--- src/hdl/masked_5x5_normalized_shadow_filter_unit_assert.svh ---
// ----------------------------------------------------------------------------
// Assertion macros for the masked 5x5 shadow filter unit.
// Each macro expands to a concurrent assertion in simulation and to nothing
// in synthesis.
// ----------------------------------------------------------------------------
`ifndef MASKED_5X5_NORMALIZED_SHADOW_FILTER_UNIT_ASSERT_SVH
`define MASKED_5X5_NORMALIZED_SHADOW_FILTER_UNIT_ASSERT_SVH

`ifndef SYNTHESIS
// The expression must never be true at a clock edge outside reset.
`define MSNSF_ASSERT_NEVER(label, clk, rst_n, expr) \
    label: assert property (@(posedge clk) disable iff (!rst_n) !(expr)) \
    else $error("assertion failed: never");
// The consequent must hold in the cycle after the antecedent.
`define MSNSF_ASSERT_NEXT(label, clk, rst_n, ante, cons) \
    label: assert property (@(posedge clk) disable iff (!rst_n) (ante) |=> (cons)) \
    else $error("assertion failed: next");
`else
`define MSNSF_ASSERT_NEVER(label, clk, rst_n, expr)
`define MSNSF_ASSERT_NEXT(label, clk, rst_n, ante, cons)
`endif

`endif

--- src/hdl/msnsf_pkg.sv ---
`timescale 1ns / 1ps
// ----------------------------------------------------------------------------
// msnsf_pkg
// Shared constants and the kernel weight table of the shadow filter.
// ----------------------------------------------------------------------------
package msnsf_pkg;

    localparam int DEF_MAX_WIDTH  = 1024;
    localparam int DEF_MAX_HEIGHT = 1024;
    localparam int KERNEL_SIZE    = 5;
    localparam int KERNEL_TAPS    = KERNEL_SIZE * KERNEL_SIZE;

    localparam int CFG_W     = 11;
    localparam int CFG_IDX_W = 2;
    localparam logic [CFG_IDX_W-1:0] CFG_IMAGE_WIDTH  = 2'd0;
    localparam logic [CFG_IDX_W-1:0] CFG_IMAGE_HEIGHT = 2'd1;
    localparam int RESET_DIM = 64;

    localparam int IN_DATA_W  = 8;
    localparam int OUT_DATA_W = 24;
    localparam int VAL_W      = 16;
    localparam int SUM_W      = 12;
    localparam int WEIGHT_W   = 8;

    // Distinct weights of the symmetric kernel, by distance from the center.
    localparam logic [WEIGHT_W-1:0] WT_22 = 8'd58;
    localparam logic [WEIGHT_W-1:0] WT_21 = 8'd85;
    localparam logic [WEIGHT_W-1:0] WT_20 = 8'd96;
    localparam logic [WEIGHT_W-1:0] WT_11 = 8'd123;
    localparam logic [WEIGHT_W-1:0] WT_10 = 8'd140;
    localparam logic [WEIGHT_W-1:0] WT_00 = 8'd159;

    // Weight of kernel tap (row, col), each 0..4.
    function automatic logic [WEIGHT_W-1:0] kernel_weight(input logic [2:0] ky,
                                                          input logic [2:0] kx);
        logic [1:0] dr;
        logic [1:0] dc;
        logic [1:0] a;
        logic [1:0] b;
        dr = (ky > 3'd2) ? 2'(ky - 3'd2) : 2'(3'd2 - ky);
        dc = (kx > 3'd2) ? 2'(kx - 3'd2) : 2'(3'd2 - kx);
        a  = (dr > dc) ? dr : dc;
        b  = (dr > dc) ? dc : dr;
        case ({a, b})
            4'b1010: kernel_weight = WT_22;
            4'b1001: kernel_weight = WT_21;
            4'b1000: kernel_weight = WT_20;
            4'b0101: kernel_weight = WT_11;
            4'b0100: kernel_weight = WT_10;
            default: kernel_weight = WT_00;
        endcase
    endfunction

endpackage

--- src/hdl/msnsf_front.sv ---
`timescale 1ns / 1ps
// ----------------------------------------------------------------------------
// msnsf_front
// Accepts items, writes texels to the texel store and queues result jobs.
// ----------------------------------------------------------------------------
module msnsf_front #(
    parameter int MAX_WIDTH  = msnsf_pkg::DEF_MAX_WIDTH,
    parameter int MAX_HEIGHT = msnsf_pkg::DEF_MAX_HEIGHT,
    parameter int XW = $clog2(MAX_WIDTH),
    parameter int YW = $clog2(MAX_HEIGHT + 1),
    parameter int WW = $clog2(MAX_WIDTH + 1),
    parameter int HW = $clog2(MAX_HEIGHT + 1),
    parameter int AW = $clog2(4 * MAX_WIDTH + 8),
    parameter int EW = XW + YW + AW + 1
) (
    input  logic                           clk,
    input  logic                           rst_n,
    input  logic                           in_valid,
    output logic                           in_ready,
    input  logic                           command,
    input  logic                           texel_mapped,
    input  logic                           texel_visible,
    input  logic                           cfg_we,
    input  logic [msnsf_pkg::CFG_IDX_W-1:0] cfg_index,
    input  logic [msnsf_pkg::CFG_W-1:0]    cfg_wdata,
    input  logic                           q_full,
    output logic                           q_push,
    output logic [EW-1:0]                  q_data,
    output logic                           wr_en,
    output logic [AW-1:0]                  wr_addr,
    output logic [1:0]                     wr_data,
    output logic [WW-1:0]                  eff_w,
    output logic [HW-1:0]                  eff_h,
    output logic                           cfg_clear
);
    import msnsf_pkg::*;

    localparam int DEPTH = 4 * MAX_WIDTH + 8;
    localparam int CW = $clog2(MAX_WIDTH * MAX_HEIGHT + 1);
    localparam int RST_W = (RESET_DIM > MAX_WIDTH) ? MAX_WIDTH : RESET_DIM;
    localparam int RST_H = (RESET_DIM > MAX_HEIGHT) ? MAX_HEIGHT : RESET_DIM;

    logic [WW-1:0]    w_reg;
    logic [HW-1:0]    h_reg;
    logic [CW-1:0]    in_cnt_reg;
    logic [AW-1:0]    in_addr_reg;
    logic [CW-1:0]    enq_cnt_reg;
    logic [XW-1:0]    ox_reg;
    logic [YW-1:0]    oy_reg;
    logic [AW-1:0]    caddr_reg;
    logic [WW+HW-1:0] prod;
    logic [CW-1:0]    total;
    logic [WW+1:0]    lag;
    logic             acc;
    logic             tex_ok;
    logic             tex_emit;
    logic             drain_emit;
    logic             is_last;
    logic             cfg_hit;

    // Frame geometry from the clamped registers.
    assign prod  = WW'(w_reg) * HW'(h_reg);
    assign total = CW'(prod);
    assign lag   = (WW+2)'({w_reg, 1'b0}) + (WW+2)'(2);
    assign eff_w = w_reg;
    assign eff_h = h_reg;

    // Item classification.
    assign in_ready   = !q_full;
    assign acc        = in_valid && !q_full;
    assign tex_ok     = acc && !command && (in_cnt_reg < total);
    assign tex_emit   = tex_ok && (in_cnt_reg >= lag);
    assign drain_emit = acc && command && (in_cnt_reg >= total) && (enq_cnt_reg < total);
    assign is_last    = (enq_cnt_reg == CW'(total - 1'b1));
    assign q_push     = tex_emit || drain_emit;
    assign q_data     = {is_last, caddr_reg, oy_reg, ox_reg};

    assign wr_en   = tex_ok;
    assign wr_addr = in_addr_reg;
    assign wr_data = {texel_mapped & texel_visible, texel_mapped};

    assign cfg_hit   = cfg_we && (cfg_index == CFG_IMAGE_WIDTH || cfg_index == CFG_IMAGE_HEIGHT);
    assign cfg_clear = cfg_hit;

    // Configuration registers, clamped on write.
    always_ff @(posedge clk or negedge rst_n)
    begin
        if (!rst_n)
        begin
            w_reg <= WW'(RST_W);
            h_reg <= HW'(RST_H);
        end
        else if (cfg_we)
        begin
            if (cfg_index == CFG_IMAGE_WIDTH)
            begin
                if (cfg_wdata == '0)
                    w_reg <= WW'(1);
                else if (cfg_wdata > MAX_WIDTH)
                    w_reg <= WW'(MAX_WIDTH);
                else
                    w_reg <= WW'(cfg_wdata);
            end
            else if (cfg_index == CFG_IMAGE_HEIGHT)
            begin
                if (cfg_wdata == '0)
                    h_reg <= HW'(1);
                else if (cfg_wdata > MAX_HEIGHT)
                    h_reg <= HW'(MAX_HEIGHT);
                else
                    h_reg <= HW'(cfg_wdata);
            end
        end
    end

    // Input and job counters. The store addresses run on across frames, so
    // texels of a new frame never overwrite those that jobs of the previous
    // frame still read.
    always_ff @(posedge clk or negedge rst_n)
    begin
        if (!rst_n)
        begin
            in_cnt_reg  <= '0;
            in_addr_reg <= '0;
            enq_cnt_reg <= '0;
            ox_reg      <= '0;
            oy_reg      <= '0;
            caddr_reg   <= '0;
        end
        else if (cfg_hit)
        begin
            in_cnt_reg  <= '0;
            in_addr_reg <= '0;
            enq_cnt_reg <= '0;
            ox_reg      <= '0;
            oy_reg      <= '0;
            caddr_reg   <= '0;
        end
        else
        begin
            if (tex_ok)
            begin
                in_cnt_reg  <= CW'(in_cnt_reg + 1'b1);
                in_addr_reg <= (in_addr_reg == AW'(DEPTH - 1)) ? '0 : AW'(in_addr_reg + 1'b1);
            end
            if (q_push)
            begin
                caddr_reg <= (caddr_reg == AW'(DEPTH - 1)) ? '0 : AW'(caddr_reg + 1'b1);
                if (is_last)
                begin
                    in_cnt_reg  <= '0;
                    enq_cnt_reg <= '0;
                    ox_reg      <= '0;
                    oy_reg      <= '0;
                end
                else
                begin
                    enq_cnt_reg <= CW'(enq_cnt_reg + 1'b1);
                    if (WW'(ox_reg) == WW'(w_reg - 1'b1))
                    begin
                        ox_reg <= '0;
                        oy_reg <= YW'(oy_reg + 1'b1);
                    end
                    else
                    begin
                        ox_reg <= XW'(ox_reg + 1'b1);
                    end
                end
            end
        end
    end

endmodule

--- config.mk ---
export PLATFORM = sky130hd
export DESIGN_NAME = msnsf_front
export DESIGN_NICKNAME = d
export VERILOG_FILES = /design/src/hdl/masked_5x5_normalized_shadow_filter_unit_assert.svh /design/src/hdl/msnsf_pkg.sv /design/src/hdl/msnsf_front.sv
export SDC_FILE = /design/constraint.sdc
export NUM_CORES = 1
export LEC_CHECK = 0
export BUFFER_PORTS_ARGS = -buffer_cell sky130_fd_sc_hd__buf_2
export CORE_UTILIZATION = 55
export CTS_CLUSTER_DIAMETER = 80
export DETAILED_ROUTE_END_ITERATION = 16
export PLACE_DENSITY_LB_ADDON = 0.15
export SYNTH_ARGS = -nofsm -noshare
export SYNTH_HDL_FRONTEND = slang
export SYNTH_SLANG_ARGS = --single-unit
export TNS_END_PERCENT = 30
--- constraint.sdc ---
create_clock -name clk -period 8.5 [get_ports clk]
set_input_delay 0.425 -clock clk [delete_from_list [all_inputs] [get_ports clk]]
set_output_delay 0.425 -clock clk [all_outputs]
set_load 0.05 [all_outputs]
==> reports/metrics.cfg <==
[sta]
fin_crit_sh_pct=95.56
fmax_mhz=123.1
hold_ws_ns=0.02745
maxSlewHeadroom_pct=36.92
slew_viol_final=0
clock_skew_ns=0.01066
worstMarginPinSlew_ns=0.9463
fin_setup_tns_ns=0
min_period_ns=8.123
setup-violations-final=0
hold_violations=0
rsz0062_at_grt=false

[route]
dr.first_iter.drc_count=639
via_per_inst=6.014
wirelength_um=32710
ant_nets=0
vias=11084
drc_errors=0
wl_per_cell_um=17.75
dr.pass1.iters=5

[synthesis]
synth_edf_count=0
synth.net_count=1705
ys.flop_type=dfrtp_1
synth_cells=1489
yosys_warnings=0
synth_seq_area_share_pct=22.14
avgSynthCellArea_um2=8.432
synthArstFlopShare_pct=100.0
netlist_area_mm2=0.01255
synth-seq-cells=111
yosysTopAreaCellShare_pct=21.73
synth.area.top_cells=dfrtp_1 22%, fa_1 13%, ha_1 12%
ys_types=85
yosys.area.top_type=dfrtp_1

[global_route]
grt_max_degree=73
grt_first_pass_wirelength_um=53840
grt_pass1_vias=10663
gr-total-overflow=0
antenna_found_initial=0
grtUsageTotal_pct=28.39

[final_layout]
seq_area_mm2=0.002793
layout_common_cells=160 x nand2_1, 136 x inv_1, 116 x ha_1
fin_nets=1774
final_common_cell=nand2_1
drive_gt1_share_pct=13.12
post-route-util_pct=62.06
fill_cells=1947
multi_input_area_mm2=0.008949
syn2layout_area_growth_pct=9.208
diodes=0

[worst_setup_path]
worst_ep_arrival_time_ns=7.70
cp.required_ns=8.08
r2r_slack_ns=0.41
cp_max_fo=8
path_class=flip-flop to primary output
end_kind=primary output
worstSetupStartpointType=flip-flop

[run]
drv_cap=0

[clock_network]
cts_tree=yes
clkTransAtPathRegs_ns=0.08
clkLatencyLatePin_ns=0.36
cts_max_level=3
clockBufferDepth=2
numCtsBuffers=9
cts_root_buf=clkbuf_16
clock-sinks=111

[run_status]
status=complete, no violations

[floorplanning]
die_h_um=153.1
dieArea_mm2=0.02344
ios=97
core_area_mm2=0.02209
rows=54
die_w_um=153.1
initial_core_util_pct=56.82

[placement]
place_congestion=0.8922
port_buffers=96
dp_hpwl_um=25280

[worst_hold_path]
hp-class=input port to async pin

[power_and_ir_drop]
vdd_drop_max_v=0.0002160
p_leak_nw=6.638
power_density_mw_per_mm2=194.0
fin_total_pwr_mw=2.660

==> logic make-up (layout without fill, tap and decap cells) <==
kind of cell / after synthesis / count (layout) / share of synthesized area (%)
XOR/XNOR: 96 / 96 / 7.196
buffers and inverters: 216 / 290 / 6.887
AND/OR/NAND/NOR: 575 / 575 / 23.07
adder cells (fa/ha/maj): 196 / 196 / 24.24
AO/OA/AOI/OAI: 274 / 274 / 14.74
flip-flops: 111 / 111 / 22.14
multiplexers: 21 / 21 / 1.724
==> final cells by class <==
type / instances / area share, %
Multi-Input combinational cell: 1162 / 65.27
Sequential cell: 111 / 20.37
Timing Repair Buffer: 136 / 5.914
Inverter: 138 / 3.778
Tap cell: 280 / 2.555
Clock buffer: 11 / 1.770
Clock inverter: 5 / 0.3468
==> path summary, 6_finish.rpt <==
kind	start	endpoint	cells past startpoint
hold / removal	rst_n	caddr_reg[7]$_DFFE_PN0P_	1
min in group clk	cfg_wdata[6]	eff_w[6]$_DFFE_PN1P_	3
hold reg to reg	wr_addr[12]$_DFFE_PN0P_	wr_addr[12]$_DFFE_PN0P_	1
max in group asynchronous	rst_n	eff_h[4]$_DFFE_PN0P_	2
setup / recovery	eff_w[6]$_DFFE_PN1P_	q_push	26
setup reg to reg	eff_w[6]$_DFFE_PN1P_	caddr_reg[5]$_DFFE_PN0P_	25
==> critical path, cell delays in order, from the launching register on <==
cell       delay [ns]
dfstp_2          0.63
nand2_1          0.12
fa_1             0.53
fa_1             0.52
inv_1            0.05
fa_1             0.48
fa_1             0.56
inv_1            0.06
fa_1             0.53
inv_1            0.04
ha_1             0.40
a21oi_1          0.28
a2bb2oi_1        0.24
buf_4            0.15
o311a_1          0.20
inv_1            0.10
ha_1             0.31
nand3_1          0.11
o211ai_1         0.11
nor4_1           0.26
a21oi_1          0.13
maj3_1           0.40
nand2_1          0.10
o21ai_0          0.15
a311o_1          0.43
o21ai_2          0.15
clkbuf_4         0.29
==> metrics by stage <==
stage / instances / instance area [um^2] / setup WS [ns]
final: 1843 / 13710 / 0.3774
after global routing: 1843 / 13710 / 0.01973
after CTS: 1841 / 13640 / 0.07618
after detailed placement: 1825 / 13350 / 0.1048
after global placement: 1825 / 13350 / 0.2243
after floorplan: 1489 / 12550 / 0.05430
==> metal layers <==
| layer | GRT usage [%] | routed length, um |
|---|---|---|
| met5 | 0 | 0 |
| met4 | 6.301 | 469 |
| met3 | 3.743 | 1508 |
| met2 | 47.36 | 15840 |
| met1 | 39.31 | 14890 |
==> report_power, final <==
| part | total [mW] | internal [mW] | leakage [nW] | switching [mW] |
|---|---|---|---|---|
| clock network | 0.435 | 0.214 | 0.140 | 0.222 |
| logic | 1.56 | 0.602 | 5.01 | 0.961 |
| registers | 0.661 | 0.570 | 1.49 | 0.0910 |
| total | 2.66 | 1.39 | 6.64 | 1.27 |
==> what timing repair did <==
action | 4_1_cts | 5_1_grt
gates resized for setup | 0 | 20
endpoints found under the setup margin | 0 | 76
hold buffers | 0 | 0
setup buffers | 0 | 2
==> cell usage after synthesis (13+ instances only) <==
cell and number:
nand2_1 160, nand3_1 56, xnor2_1 64, nor4_1 14, o31ai_1 14, a22o_1 13
a31oi_1 17, mux2i_1 16, fa_1 79, and3_1 35, nor2_1 98, inv_1 136
a21oi_1 43, o211ai_1 13, nor3_1 46, dfrtp_1 109, nand2b_1 27, clkbuf_1 54
nand4_1 27, ha_1 116, xor2_1 27, o21ai_0 83, and2_1 78, a21o_1 13
Power figures use the tool's default switching activity.
