## config.mk

```make
export PLATFORM = sky130hd
export DESIGN_NAME = msnsf_fifo
export DESIGN_NICKNAME = d
export VERILOG_FILES = /design/src/hdl/masked_5x5_normalized_shadow_filter_unit_assert.svh /design/src/hdl/msnsf_fifo.sv
export SDC_FILE = /design/constraint.sdc
export NUM_CORES = 1
export LEC_CHECK = 0
export BUFFER_PORTS_ARGS = -buffer_cell sky130_fd_sc_hd__buf_2
export CAP_MARGIN = 0
export CORE_MARGIN = 2
export CORE_UTILIZATION = 30
export CTS_CLUSTER_DIAMETER = 150
export CTS_CLUSTER_SIZE = 28
export DETAILED_ROUTE_END_ITERATION = 16
export PLACE_DENSITY_LB_ADDON = 0.12
export SLEW_MARGIN = 20
export SYNTH_ARGS = -nofsm -noshare
export SYNTH_HDL_FRONTEND = slang
export SYNTH_SLANG_ARGS = --single-unit
```

## constraint.sdc

```tcl
create_clock -name clk -period 1.7 [get_ports clk]
set_clock_uncertainty 0.1 [all_clocks]
set_input_delay 0.34 -clock clk [delete_from_list [all_inputs] [get_ports clk]]
set_output_delay 0.34 -clock clk [all_outputs]
set_load 0.005 [all_outputs]
```

## src/hdl/masked_5x5_normalized_shadow_filter_unit_assert.svh

```systemverilog
// ----------------------------------------------------------------------------
// Assertion macros for the masked 5x5 shadow filter unit.
// Each macro expands to a concurrent assertion in simulation and to nothing
// in synthesis.
// ----------------------------------------------------------------------------
`ifndef MASKED_5X5_NORMALIZED_SHADOW_FILTER_UNIT_ASSERT_SVH
`define MASKED_5X5_NORMALIZED_SHADOW_FILTER_UNIT_ASSERT_SVH

`ifndef SYNTHESIS
// The expression must never be true at a clock edge outside reset.
`define MSNSF_ASSERT_NEVER(label, clk, rst_n, expr) \
    label: assert property (@(posedge clk) disable iff (!rst_n) !(expr)) \
    else $error("assertion failed: never");
// The consequent must hold in the cycle after the antecedent.
`define MSNSF_ASSERT_NEXT(label, clk, rst_n, ante, cons) \
    label: assert property (@(posedge clk) disable iff (!rst_n) (ante) |=> (cons)) \
    else $error("assertion failed: next");
`else
`define MSNSF_ASSERT_NEVER(label, clk, rst_n, expr)
`define MSNSF_ASSERT_NEXT(label, clk, rst_n, ante, cons)
`endif

`endif

```

## src/hdl/msnsf_fifo.sv

```systemverilog
`timescale 1ns / 1ps
// ----------------------------------------------------------------------------
// msnsf_fifo
// Short queue of pending result jobs between the front and back parts.
// ----------------------------------------------------------------------------
module msnsf_fifo #(
    parameter int WIDTH = 8,
    parameter int DEPTH = 2
) (
    input  logic             clk,
    input  logic             rst_n,
    input  logic             push,
    input  logic [WIDTH-1:0] push_data,
    input  logic             pop,
    output logic [WIDTH-1:0] pop_data,
    output logic             full,
    output logic             empty
);
    localparam int PW = (DEPTH > 1) ? $clog2(DEPTH) : 1;
    localparam int CNTW = $clog2(DEPTH + 1);

    logic [WIDTH-1:0] slot_reg [DEPTH];
    logic [PW-1:0]    wptr_reg, wptr_next;
    logic [PW-1:0]    rptr_reg, rptr_next;
    logic [CNTW-1:0]  count_reg, count_next;

    assign full     = (count_reg == CNTW'(DEPTH));
    assign empty    = (count_reg == '0);
    assign pop_data = slot_reg[rptr_reg];

    // Pointer and fill count update.
    always_comb
    begin
        wptr_next  = wptr_reg;
        rptr_next  = rptr_reg;
        count_next = count_reg;
        if (push)
        begin
            wptr_next = (wptr_reg == PW'(DEPTH - 1)) ? '0 : PW'(wptr_reg + 1'b1);
        end
        if (pop)
        begin
            rptr_next = (rptr_reg == PW'(DEPTH - 1)) ? '0 : PW'(rptr_reg + 1'b1);
        end
        if (push && !pop)
        begin
            count_next = CNTW'(count_reg + 1'b1);
        end
        else if (pop && !push)
        begin
            count_next = CNTW'(count_reg - 1'b1);
        end
    end

    always_ff @(posedge clk or negedge rst_n)
    begin
        if (!rst_n)
        begin
            wptr_reg  <= '0;
            rptr_reg  <= '0;
            count_reg <= '0;
        end
        else
        begin
            wptr_reg  <= wptr_next;
            rptr_reg  <= rptr_next;
            count_reg <= count_next;
        end
    end

    // Payload slots need no reset.
    always_ff @(posedge clk)
    begin
        if (push)
        begin
            slot_reg[wptr_reg] <= push_data;
        end
    end

endmodule

```

==> Implementation_results.wiki, run 1 <==
{| class="wikitable"
! Metric !! Value
|-
| Maximum clock insertion buffer count || 2
|-
| Starting Density || a little under a third
|-
| Fin cells || 100
|-
| Category of the critical setup timing path || register to output port
|-
| Placed Cells || just over 90
|-
| Iter 0 DRT Violations || 4
|-
| Total of buffers placed on input and output ports || 21
|-
| Initial antenna violation count || 0
|-
| Detailed-router iteration count before antenna repair || 3
|-
| Reg2reg setup slack || between 0.5 and 0.6 ns
|-
| Violations in the final reports || setup timing
|-
| Global-route wire length before repair || around 2000 um
|-
| Number of buffers added by the clock tree synthesis step || 3
|-
| Standard cell area after detailed placement || roughly 910 um2
|-
| Dominant cells by area after synthesis || sky130_fd_sc_hd__edfxtp_1 (62%), sky130_fd_sc_hd__dfrtp_1 (13%), sky130_fd_sc_hd__mux2_2 (12%), sky130_fd_sc_hd__xor2_1 (4.5%), sky130_fd_sc_hd__ha_1 (1.6%)
|-
| Kind of launch point of the worst setup path || register
|-
| CTS tree || done
|-
| Number of nets in the finished design || between 80 and 90
|-
| # rows || 18
|-
| Number of flip-flops under the largest register name || 16
|-
| Fraction of power spent switching nets || about a quarter
|-
| Comb pwr share || around 36%
|-
| Die height || ~55 um
|-
| Routed Antenna Nets || 0
|-
| Count of endpoints failing setup in the final report || 1
|-
| Final WL || 1200 um
|-
| Vias || between 400 and 500
|-
| Clock-pin transition on the worst setup and hold timing paths || 0.10 ns
|-
| Clock Power Share || 14.9%
|-
| Synthesized cell area || ~770 um2
|-
| Latest clock arrival within the worst-skew pair || roughly 0.28 ns
|-
| Setup repair after global routing missed its margin || true
|-
| Fmax achieved || approximately 600 MHz
|-
| Flip-flop and latch count after synthesis || 20
|-
| Largest fanout on the critical path || 5
|-
| Top cell type by total area after synthesis || sky130_fd_sc_hd__edfxtp_1
|-
| Data required time of the worst path || between 1 and 1.5 ns
|-
| Layout Utilization || about 41%
|-
| CTS Sinks || 20
|-
| Gate count after technology mapping || 41
|-
| Result of the run || complete, but fails checks
|-
| Most common cell after layout, fill and taps aside || sky130_fd_sc_hd__buf_2
|-
| Vias per cell || roughly 4.3
|-
| Max-cap violations || 0
|-
| Global Route Usage Sum || between 9 and 10%
|-
| Routed len/inst || 12.00 um
|-
| Highest ir drop seen on vdd || around 670 uV
|-
| Synthesis-to-layout area growth || 30.19%
|-
| DRC violations left || 0
|-
| Grt total ovfl || 0
|-
| Post-route cell area || 1003 um2
|-
| Most used cells in the layout excluding fill and tap cells || sky130_fd_sc_hd__buf_2 (18), sky130_fd_sc_hd__edfxtp_1 (16), sky130_fd_sc_hd__mux2_2 (6)
|-
| Total of warnings raised by yosys || 0
|-
| Power density relative to cell area || between 1000 and 1500 nW/um2
|-
| Element type at the critical path end || output port
|-
| Final max-slew violation count || 0
|-
| Maximum number of pins on one net before global-route repair || 12
|-
| Worst Path Arrival || 1.26 ns
|-
| Synth unique cells || 12
|-
| Sum of net half-perimeters after detailed placement || roughly 840 um
|-
| CTS H-tree lvls || 1
|-
| Sequential-to-total area share from yosys stat || approximately three quarters
|-
| Core Footprint || 2455 um2
|-
| Net count after synthesis || 54
|-
| Worst hold margin || 0.1360 ns
|-
| Global placer's final weighted congestion || 0.5842
|-
| Worst Max-Slew Pin Slew || 0.3885 ns
|-
| Period utilisation layout || 100.1%
|-
| Via count of the first global-routing pass || 455
|-
| Diodes inserted || 0
|-
| Net Switching || 396.3 uW
|-
| Die area || between 2000 and 3000 um2
|-
| LEAKAGE || between 0.0004 and 0.0005 uW
|-
| X dimension of the die || roughly 55 um
|-
| Worst path setup slack after routing || -0.001476 ns
|-
| Pint || about 1100 uW
|-
| I/O pin cnt || 22
|-
| Total power || 1482 uW
|-
| Final critical-path required period || 1.701 ns
|-
| Share of power burned in registers || between 40% and 50%
|-
| Total count of hold-check failures in the final report || 0
|-
| Proportion of layout cells with a drive suffix above 1 || between 50 and 60%
|-
| Synthesized area per cell || between 15 and 20 um2
|-
| Root cell of the clock tree || sky130_fd_sc_hd__clkbuf_4
|-
| Worst slew margin relative to its limit || about three quarters
|-
| Worst hold path class || input pin to register
|-
| Fraction of post-synthesis cell area in the top cell type by area || slightly above 60%
|}
layer usage:
layer	wire length, um	track usage [%]
met2	586	16.27
met1	540	11.85
met3	74	2.459
met5	0	0
met4	0	5.000
layout make-up:
cell class | instances | area (um2)
clock buffers | 4 | 26.28
fillers | 236 | 1451
inverters | 1 | 3.754
multi-input cells | 19 | 182.7
flip-flops and latches | 20 | 581.8
well taps | 30 | 37.54
repair buffers | 26 | 171.4
path summary, 6_finish.rpt:
check,start,to,depth (start not counted)
setup / recovery,rptr_reg,pop_data[7],3
hold / removal,push_data[2],slot_reg[0][2],1
setup reg to reg,wptr_reg,slot_reg[1][0],1
hold reg to reg,wptr_reg,wptr_reg,1
max in group asynchronous,rst_n,rptr_reg,2
min in group asynchronous,rst_n,count_reg[0],2
power by group through the flow:
stage	clock, uW	combinational [uW]	sequential, uW
after floorplan	0	278	719
after global placement	0	370	770
after detailed placement	0	377	770
after CTS	237	467	724
after global routing	257	586	749
final	221	534	728
through the flow:
step            TNS [ns]  worst slack (ns)
6_report       -0.001476         -0.001476
5_1_grt          -0.3199          -0.05349
4_1_cts         -0.03380          -0.01192
3_5_place_dp           0            0.1648
3_3_place_gp           0            0.1849
2_1_floorplan          0            0.4383
synth_stat cells:
master and number:
sky130_fd_sc_hd__and2b_2 1, sky130_fd_sc_hd__buf_6 1, sky130_fd_sc_hd__edfxtp_1 16, sky130_fd_sc_hd__xor2_1 4, sky130_fd_sc_hd__and2_1 1, sky130_fd_sc_hd__nor2b_1 1, sky130_fd_sc_hd__mux2_2 8, sky130_fd_sc_hd__nor2_1 2
sky130_fd_sc_hd__ha_1 1, sky130_fd_sc_hd__inv_1 1, sky130_fd_sc_hd__dfrtp_1 4, sky130_fd_sc_hd__xnor2_1 1
cells by family (layout without fill, tap and decap cells):
group / Yosys count / in the layout / share of synthesized area [%]
AND/OR/NAND/NOR: 5 / 5 / 3.735
multiplexers: 8 / 8 / 11.69
adder cells (fa/ha/maj): 1 / 1 / 1.623
XOR/XNOR: 5 / 5 / 5.682
flip-flops: 20 / 20 / 75.33
buffers and inverters: 2 / 31 / 1.947
repair_timing:
item	4_1_cts	5_1_grt
gates resized for setup	4	6
setup buffers	2	1
hold buffers	1	0
endpoints found under the setup margin	8	8
endpoints found under the hold margin	4	0
critical path, stage by stage (launching register included):
cell and delay [ns]:
sky130_fd_sc_hd__dfrtp_2 0.42, sky130_fd_sc_hd__buf_6 0.14, sky130_fd_sc_hd__mux2_4 0.30, sky130_fd_sc_hd__buf_6 0.12
No activity file was read; power rests on OpenSTA's default activity.
==> run 2: changes to the inputs <==
--- a/config.mk
+++ b/config.mk
@@ -13,7 +13,9 @@
 export CTS_CLUSTER_SIZE = 28
 export DETAILED_ROUTE_END_ITERATION = 16
 export PLACE_DENSITY_LB_ADDON = 0.12
+export RECOVER_POWER = 25
 export SLEW_MARGIN = 20
 export SYNTH_ARGS = -nofsm -noshare
 export SYNTH_HDL_FRONTEND = slang
 export SYNTH_SLANG_ARGS = --single-unit
+export TNS_END_PERCENT = 20
==> Implementation_results.wiki, run 2 (synthesized netlist as in run 1, its figures left out) <==
{| class="wikitable"
! Metric !! Value
|-
| Result of the run || completed
|-
| CTS H-tree lvls || 1
|-
| LEAKAGE || approximately 0.00040 uW
|-
| Final critical-path required period || ~1.7 ns
|-
| Number of buffers added by the clock tree synthesis step || 3
|-
| Largest fanout on the critical path || 3
|-
| Core Footprint || 2455 um2
|-
| Maximum number of pins on one net before global-route repair || 12
|-
| Diodes inserted || 0
|-
| Element type at the critical path end || output port
|-
| Setup repair after global routing missed its margin || true
|-
| Latest clock arrival within the worst-skew pair || approximately 0.28 ns
|-
| Crit-path cells || buf_4 > mux2_2 > buf_2
|-
| Critical path buffer and inverter count || 2
|-
| Vias || approximately 430
|-
| Period utilisation layout || 99.95%
|-
| Proportion of layout cells with a drive suffix above 1 || between 50% and 60%
|-
| Via count of the first global-routing pass || around 450
|-
| Worst slew margin relative to its limit || between 70 and 80%
|-
| Worst path setup slack after routing || 0.0007756 ns
|-
| Initial antenna violation count || 0
|-
| CTS tree || done
|-
| Die area || ~3000 um2
|-
| Worst slack after detailed placement || approximately 0.16 ns
|-
| Area taken by flip-flops and latches || between 500 and 600 um2
|-
| # rows || 18
|-
| Final max-slew violation count || 0
|-
| Kind of launch point of the worst setup path || register
|-
| Max-cap violations || 0
|-
| Root cell of the clock tree || sky130_fd_sc_hd__clkbuf_4
|-
| Final WL || around 1200 um
|-
| Global placer's final weighted congestion || slightly below 0.6
|-
| Crit-path max cell delay || about 0.40 ns
|-
| Placed Cells || just over 90
|-
| Routed Antenna Nets || 0
|-
| Maximum clock insertion buffer count || 2
|-
| Sum of net half-perimeters after detailed placement || 839.5 um
|-
| Top cell family by delay on the critical path || flip-flops
|-
| Total count of hold-check failures in the final report || 0
|-
| Fmax achieved || slightly below 600 MHz
|-
| Starting Density || 31.40%
|-
| Most common cell after layout, fill and taps aside || sky130_fd_sc_hd__buf_2
|-
| Count of endpoints failing setup in the final report || 0
|-
| Iter 0 DRT Violations || 5
|-
| CTS Sinks || 20
|-
| DRC violations left || 0
|-
| Power density relative to cell area || approximately 1500 nW/um2
|-
| Most used cells in the layout excluding fill and tap cells || sky130_fd_sc_hd__buf_2 (20), sky130_fd_sc_hd__edfxtp_1 (16), sky130_fd_sc_hd__mux2_2 (8)
|-
| Worst hold path class || input pin to register
|-
| Layout Utilization || 39.76%
|-
| Category of the critical setup timing path || register to output port
|-
| Number of fillers in the final layout || about 250
|-
| I/O pin cnt || 22
|-
| Data required time of the worst path || 1.26 ns
|-
| Worst Path Arrival || 1.26 ns
|-
| Fin cells || 100
|-
| Total of buffers placed on input and output ports || 21
|-
| Global Route Usage Sum || under 10%
|-
| X dimension of the die || between 50 and 60 um
|-
| Worst Max-Slew Pin Slew || 0.3899 ns
|-
| Number of flip-flops under the largest register name || 16
|-
| Synthesis-to-layout area growth || 26.62%
|-
| Die height || around 55 um
|-
| Total power || between 1000 and 1500 uW
|-
| Total Neg Setup Slack || 0 ns
|-
| Slowest CP cell || sky130_fd_sc_hd__dfrtp_2
|-
| Number of nets in the finished design || 84
|-
| Area of the multi-input gates || 175.2 um2
|-
| Clock-pin transition on the worst setup and hold timing paths || 0.10 ns
|-
| Routed len/inst || ~12 um
|-
| Grt total ovfl || 0
|-
| Vias per cell || between 4 and 5
|-
| Global-route wire length before repair || roughly 2000 um
|-
| Detailed-router iteration count before antenna repair || 3
|-
| Highest ir drop seen on vdd || 648.0 uV
|}
[run 2: cell count changes in the layout (fill, tap and decap cells not counted)]
cell                       change
sky130_fd_sc_hd__mux2_2        +2
sky130_fd_sc_hd__buf_6         -3
sky130_fd_sc_hd__clkbuf_1      +1
sky130_fd_sc_hd__mux2_4        -2
sky130_fd_sc_hd__buf_2         +2
[run 2: final timing paths]
check	from	to	slack, ns	cells after the start
worst min register to register	wptr_reg	wptr_reg	0.39	1
min in group asynchronous	rst_n	count_reg[0]	0.28	2
max in group asynchronous	rst_n	rptr_reg	1.09	2
worst max-delay path	rptr_reg	pop_data[0]	0.0008	3
worst max register to register	wptr_reg	slot_reg[1][0]	0.51	1
worst min-delay path	push_data[2]	slot_reg[0][2]	0.14	1
[run 2: final cells by class]
class | instances | area share [%]
clock buffer | 4 | 2.692
timing repair buffer | 26 | 15.51
inverter | 1 | 0.3846
tap | 30 | 3.846
multi-input combinational | 19 | 17.95
sequential | 20 | 59.62
[run 2: through the flow]
step	hold slack, ns	area (um2)
6_report	0.1351	975.9
2_1_floorplan	-0.05559	770.7
5_1_grt	0.1086	975.9
3_3_place_gp	0.05552	909.6
4_1_cts	0.1194	947.2
3_5_place_dp	0.05498	909.6
[run 2: metal layers]
| layer | GRT usage (%) | up-vias | routed length, um |
|---|---|---|---|
| met1 | 11.50 | 207 | 551 |
| met5 | 0 | - | 0 |
| li1 | - | 208 | - |
| met4 | 5.000 | 0 | 0 |
| met3 | 2.459 | 0 | 76 |
| met2 | 15.87 | 13 | 576 |
[run 2: power breakdown]
part	switching [uW]	internal, uW	total, uW
combinational	195	282	476
clock	130	91.0	221
sequential	62.2	668	730
total	387	1040	1430
[run 2: timing repair]
item | 4_1_cts | 5_1_grt
gates resized for setup | 1 | 4
endpoints found under the setup margin | 8 | 8
endpoints found under the hold margin | 4 | 0
gates cloned | 0 | 0
hold buffers | 1 | 0
setup buffers | 0 | 3
pin swaps | 0 | 0
